**config.mk**
```make
export PLATFORM = sky130hd
export DESIGN_NAME = vmp_acc
export DESIGN_NICKNAME = d
export VERILOG_FILES = /design/src/sv/vector_matrix_product_assert.svh /design/src/sv/vmp_pkg.sv /design/src/sv/vmp_acc.sv
export SDC_FILE = /design/constraint.sdc
export NUM_CORES = 1
export LEC_CHECK = 0
export BUFFER_PORTS_ARGS = -buffer_cell sky130_fd_sc_hd__buf_2
export CORE_MARGIN = 4
export CORE_UTILIZATION = 33
export DETAILED_ROUTE_END_ITERATION = 8
export GPL_TIMING_DRIVEN = 0
export HOLD_SLACK_MARGIN = 0.05
export PLACE_DENSITY = 0.52
export SLEW_MARGIN = 0
export SYNTH_ARGS = -nofsm -noshare
export SYNTH_HDL_FRONTEND = slang
export SYNTH_SLANG_ARGS = --single-unit
```
**constraint.sdc**
```tcl
create_clock -name clk -period 17.25 [get_ports clk]
set_clock_uncertainty 0.2 [all_clocks]
set_input_delay 1.725 -clock clk [delete_from_list [all_inputs] [get_ports clk]]
set_output_delay 1.725 -clock clk [all_outputs]
set_load 0.02 [all_outputs]
```
**src/sv/vector_matrix_product_assert.svh**
```systemverilog
// Assertion macros for the vector-matrix product block.
// Depends on: signals clk and rst_n in the module that includes this file.
`ifndef VECTOR_MATRIX_PRODUCT_ASSERT_SVH
`define VECTOR_MATRIX_PRODUCT_ASSERT_SVH

// same-cycle implication, disabled in reset
`define VMP_ASSERT_NOW(label, ante, cons, msg) \
    label: assert property (@(posedge clk) disable iff (!rst_n) (ante) |-> (cons)) \
        else $error(msg);

// next-cycle implication, disabled in reset
`define VMP_ASSERT_NEXT(label, ante, cons, msg) \
    label: assert property (@(posedge clk) disable iff (!rst_n) (ante) |=> (cons)) \
        else $error(msg);

`endif

```
**src/sv/vmp_pkg.sv**
```systemverilog
// Shared types, constants and helpers for the vector-matrix product block.
// No dependencies.
package vmp_pkg;

    localparam int COLUMNS_DEF = 4096;
    localparam int VAL_W       = 16;
    localparam int COL_W       = 12;
    localparam int PROD_W      = 2 * VAL_W;
    localparam int SUM_W       = 44;

    localparam logic [SUM_W-1:0] SUM_MAX = '1;

    typedef struct packed {
        logic [VAL_W-1:0] mat_value;
        logic [VAL_W-1:0] vec_value;
        logic [COL_W-1:0] col_index;
        logic             first_row;
        logic             last_row;
    } vmp_in_t;

    typedef struct packed {
        logic [COL_W-1:0] out_column;
        logic [SUM_W-1:0] dot_value;
    } vmp_out_t;

    // status of the write-back stage
    typedef struct packed {
        logic valid;
        logic last;
    } vmp_stat_t;

    function automatic logic [SUM_W-1:0] sat_add(input logic [SUM_W-1:0] base,
                                                  input logic [PROD_W-1:0] prod);
        logic [SUM_W:0] s;
        s = {1'b0, base} + (SUM_W + 1)'(prod);
        return s[SUM_W] ? SUM_MAX : s[SUM_W-1:0];
    endfunction

endpackage

```
**src/sv/vmp_acc.sv**
```systemverilog
// Multiply / accumulate pipeline: product stage, then add and write-back stage,
// with forwarding of recent writes around the store's read latency.
// Depends on: vmp_pkg.
module vmp_acc #(
    parameter int ADDR_W = $clog2(vmp_pkg::COLUMNS_DEF)
) (
    input  logic                      clk,
    input  logic                      rst_n,
    input  logic                      en,
    input  logic                      take,
    input  vmp_pkg::vmp_in_t          item,
    input  logic [ADDR_W-1:0]         addr,
    input  logic [vmp_pkg::SUM_W-1:0] rd_data,
    output logic                      wr_en,
    output logic [ADDR_W-1:0]         wr_addr,
    output logic [vmp_pkg::SUM_W-1:0] wr_data,
    output vmp_pkg::vmp_stat_t        stat,
    output vmp_pkg::vmp_out_t         res
);
    import vmp_pkg::*;

    // product stage
    logic              s1_valid_reg;
    vmp_in_t           s1_item_reg;
    logic [ADDR_W-1:0] s1_addr_reg;

    // add / write-back stage
    logic              s2_valid_reg;
    logic              s2_first_reg;
    logic              s2_last_reg;
    logic [COL_W-1:0]  s2_col_reg;
    logic [ADDR_W-1:0] s2_addr_reg;
    logic [PROD_W-1:0] s2_prod_reg;
    logic [SUM_W-1:0]  s2_base_reg;

    // most recent write, missed by a read on the same edge
    logic              wl_valid_reg;
    logic [ADDR_W-1:0] wl_addr_reg;
    logic [SUM_W-1:0]  wl_data_reg;

    logic [PROD_W-1:0] prod;
    logic [SUM_W-1:0]  sum;
    logic [SUM_W-1:0]  base_next;

    assign prod = PROD_W'(s1_item_reg.mat_value) * PROD_W'(s1_item_reg.vec_value);

    always_comb
    begin
        if (s2_first_reg)
        begin
            sum = SUM_W'(s2_prod_reg);
        end
        else
        begin
            sum = sat_add(s2_base_reg, s2_prod_reg);
        end
    end

    always_comb
    begin
        priority if (s2_valid_reg && (s2_addr_reg == s1_addr_reg))
        begin
            base_next = sum;
        end
        else if (wl_valid_reg && (wl_addr_reg == s1_addr_reg))
        begin
            base_next = wl_data_reg;
        end
        else
        begin
            base_next = rd_data;
        end
    end

    assign wr_en   = en && s2_valid_reg;
    assign wr_addr = s2_addr_reg;
    assign wr_data = sum;

    always_ff @(posedge clk or negedge rst_n)
    begin
        if (!rst_n)
        begin
            s1_valid_reg <= 1'b0;
            s2_valid_reg <= 1'b0;
            wl_valid_reg <= 1'b0;
        end
        else
        begin
            if (en)
            begin
                s1_valid_reg <= take;
                s2_valid_reg <= s1_valid_reg;
            end
            if (wr_en)
            begin
                wl_valid_reg <= 1'b1;
            end
        end
    end

    always_ff @(posedge clk)
    begin
        if (en)
        begin
            if (take)
            begin
                s1_item_reg <= item;
                s1_addr_reg <= addr;
            end
            s2_first_reg <= s1_item_reg.first_row;
            s2_last_reg  <= s1_item_reg.last_row;
            s2_col_reg   <= s1_item_reg.col_index;
            s2_addr_reg  <= s1_addr_reg;
            s2_prod_reg  <= prod;
            s2_base_reg  <= base_next;
        end
        if (wr_en)
        begin
            wl_addr_reg <= s2_addr_reg;
            wl_data_reg <= sum;
        end
    end

    assign stat.valid     = s2_valid_reg;
    assign stat.last      = s2_last_reg;
    assign res.out_column = s2_col_reg;
    assign res.dot_value  = sum;

endmodule

```
==> impl_metrics.toml <==
[outcome]
status = "complete, no violations"

[clock_network]
clockRootBuffer = "clkbuf_16"
post_cts_buffers = 0
cts_num_sinks = 219
tritoncts = "done"
cts_buffer_depth = 3
clock_latency_ns = 0.58
hold_buffers = 0
numCtsBuffers = 28
cts.clk_slew.worst_paths_ns = 0.06
cts_resized = 0
htreeDepth = 1

[synthesis]
synthDistinctLibCells = 69
synthCells = 1816
synth_seq_area_share = 0.3412
ys_warn_count = 0
synth_top_area_cell = "edfxtp_1"
yosysTopAreaCellShare = 0.3373
synth_area_sq_um = 19230
synth_nets = 2253
synth-edff-count = 216
async_flop_share = 0.01370
ys.flop_type = "edfxtp_1"
ys_ff_latch = 219
avgSynthCellArea_sq_um = 10.59
ys_top_cells_by_area = "edfxtp_1, fa_1, ha_1"

[setup_path]
worstSetupPathType = "reg2reg"
reg2regPathDepth = 21
r2r-end = "s2_prod_reg[28]"
reg2reg_slack_ns = 10.02
rr_startpoint = "s1_item_reg[44]"
cp.arrival_ns = 7.36
end_kind = "flip-flop"
crit_fanout = 10
cp.required_ns = 17.39
cp-start-kind = "flip-flop"

[pwr]
p_clk_frac = 0.133
p_int_mw = 2.588
power_frac_comb = 0.682
seqPwrFrac = 0.185
max-vdd-ir-drop_mv = 0.1458
switchingPower_mw = 2.150
power_leakage_nw = 9.935
pwr_density_cell_nw_per_um2 = 212.1
p_sw_frac = 0.4538

[finish]
layout-drive-gt1-share = 0.1703
largest_reg_flops = 46
final_area_sq_um = 22340
syn2layout_area_growth_pct = 16.15
num_antenna_cells = 0
nNetsFinal = 2505

[die]
core_area_sq_um = 57700
fp.dieH_um = 249.4
die_w_um = 249.4
initial_utilization = 0.3333
ios = 221
rows = 88
dieArea_sq_um = 62200

[hold_path]
hold_path_depth = 0
holdPathEnd = "s2_col_reg[2]"
hp-start = "s1_item_reg[4]"
hp-class = "reg2reg"

[route]
drt_wl_total_um = 53860
wl_per_cell_um = 18.87
drt_iter0_drc = 570
antenna_left = 0
first_pass_iters = 5
remaining_drc_errors = 0
vias_per_cell = 4.742
dr_total_vias = 13538

[sta]
fin_setup_tns_ns = 0
finalCritPeriodShare = 0.4190
rsz0062_at_grt = "false"
final_hold_viol_count = 0
slew-limit-headroom = 0.3440
tightest_slew_ns = 0.9751
maxSlewViolCount = 0
fmax_mhz = 138.3
setup_viol = 0
period_minus_slack_ns = 7.228

[placement]
gp_congestion = 0.8855
hpwl_um = 42730
post_dp_cell_area_sq_um = 21340
portBuffers = 220

[global_route]
grt_usage = 0.1694
grt_pass1_vias = 14314
overflow = 0
grt_max_degree = 59
grt_pass1_wl_um = 83340
antenna_found_initial = 0

[run]
max_cap_viol_count = 0
synthesized netlist by cell type, drive strengths merged (2+ instances only):
master   count
ha         136
a31oi       21
o21ai       47
and4         3
mux2        12
xnor2       63
nor4         4
xor2        25
and3        14
a311oi       2
clkbuf      52
nand2      197
a41oi        2
nor2        78
nor2b        9
and2       127
o211a        2
o211ai       2
and3b        2
o22ai        3
a211o        3
a21o        44
a21oi       89
fa         195
nand2b       8
edfxtp     216
nand3       22
mux2i       44
or2          7
dfrtp        3
a2bb2oi     10
o31a         3
nand4       12
o31ai        4
inv        244
o21a         7
o22a         2
o21bai      10
nor3        11
buf         61
a2111oi      4
a211oi       5
layout make-up:
type | instances | area (sq um)
plain buffers | 113 | 619.3
clock buffers | 32 | 715.7
clock inverters | 20 | 277.8
fillers | 5762 | 35360
inverters | 244 | 915.9
multi-input cells | 1240 | 11140
flip-flops and latches | 219 | 6561
well taps | 765 | 957.2
repair buffers | 222 | 1151
cell families (layout without fill, tap and decap cells):
kind of cell	count (synthesis)	count (layout)	share of synthesized area
xor gates and xnor gates	88	88	0.04008
muxes	56	56	0.02993
AOI/OAI and AO/OA	269	269	0.09180
and+or+nand+nor	496	496	0.1257
adders and majority gates	331	331	0.2915
DFF	219	219	0.3412
buffers and inverters	357	631	0.07983
layout by cell type, fill, tap and decap left out, types with 8 or more instances in the layout:
cell type    n
o21bai_1    10
xor2_1      25
a21o_1      44
xnor2_1     63
nand2_1    197
ha_1       136
nand4_1     11
clkbuf_16   28
a21oi_1     89
buf_4       49
inv_1      244
mux2_2      12
a31oi_1     19
edfxtp_1   216
nor2_1      77
o21ai_0     44
nor3_1       9
mux2i_1     44
nor2b_1      9
a2bb2oi_1    9
clkbuf_1    56
nand2b_1     8
fa_1       195
and3_1      14
and2_1     125
nand3_1     21
buf_2      231
worst max-delay path by stage:
| stage | to | depth (start not counted) | slack (ns) | from |
|---|---|---|---|---|
| floorplan | s2_prod_reg[28] | 23 | 10.95 | s1_item_reg[21] |
| global placement | wr_en | 3 | 8.76 | en |
| detailed placement | s2_prod_reg[28] | 21 | 10.01 | s1_item_reg[38] |
| CTS | s2_prod_reg[28] | 21 | 10.01 | s1_item_reg[44] |
| global route | s2_prod_reg[28] | 23 | 9.72 | s1_item_reg[21] |
| finish | s2_prod_reg[28] | 21 | 10.02 | s1_item_reg[44] |
worst max-delay path: stages (launching register included):
cell	delay, ns
edfxtp_1	0.53
clkbuf_1	0.59
nand2_1	0.17
fa_1	0.54
fa_1	0.56
inv_1	0.06
fa_1	0.52
fa_1	0.52
fa_1	0.49
inv_1	0.05
fa_1	0.47
inv_1	0.04
ha_1	0.33
a21o_1	0.20
a21o_1	0.17
a21oi_1	0.20
and3_1	0.18
a21oi_1	0.16
a41o_1	0.36
a311o_1	0.37
a21oi_1	0.18
xnor2_1	0.08
per-layer routing:
| layer | wire (um) | share of wire | GRT usage |
|---|---|---|---|
| met5 | 0 | 0 | 0 |
| met3 | 2659 | 0.049 | 0.02647 |
| met1 | 24190 | 0.45 | 0.2258 |
| met2 | 25730 | 0.48 | 0.2926 |
| met4 | 1281 | 0.024 | 0.03793 |
power by group through the flow:
stage | clock, mW | combinational [mW] | sequential (mW)
floorplan | 0 | 2.48 | 0.865
global placement | 0 | 3.18 | 0.890
detailed placement | 0 | 3.23 | 0.889
CTS | 0.654 | 3.25 | 0.879
global route | 0.670 | 3.66 | 0.887
finish | 0.629 | 3.23 | 0.879
per-stage QoR:
step / setup WS [ns] / instances / power, mW / utilization / hold slack [ns]
after floorplan: 10.95 / 1816 / 3.347 / - / 0.2003
after global placement: 8.758 / 2801 / 4.073 / 0.3690 / 0.2002
after detailed placement: 10.01 / 2803 / 4.120 / 0.3699 / 0.2045
after CTS: 10.01 / 2855 / 4.786 / 0.3872 / 0.2188
after global routing: 9.723 / 2855 / 5.220 / 0.3872 / 0.2222
final: 10.02 / 2855 / 4.738 / 0.3872 / 0.2175
Note: power is estimated with default switching activity, not from simulation.
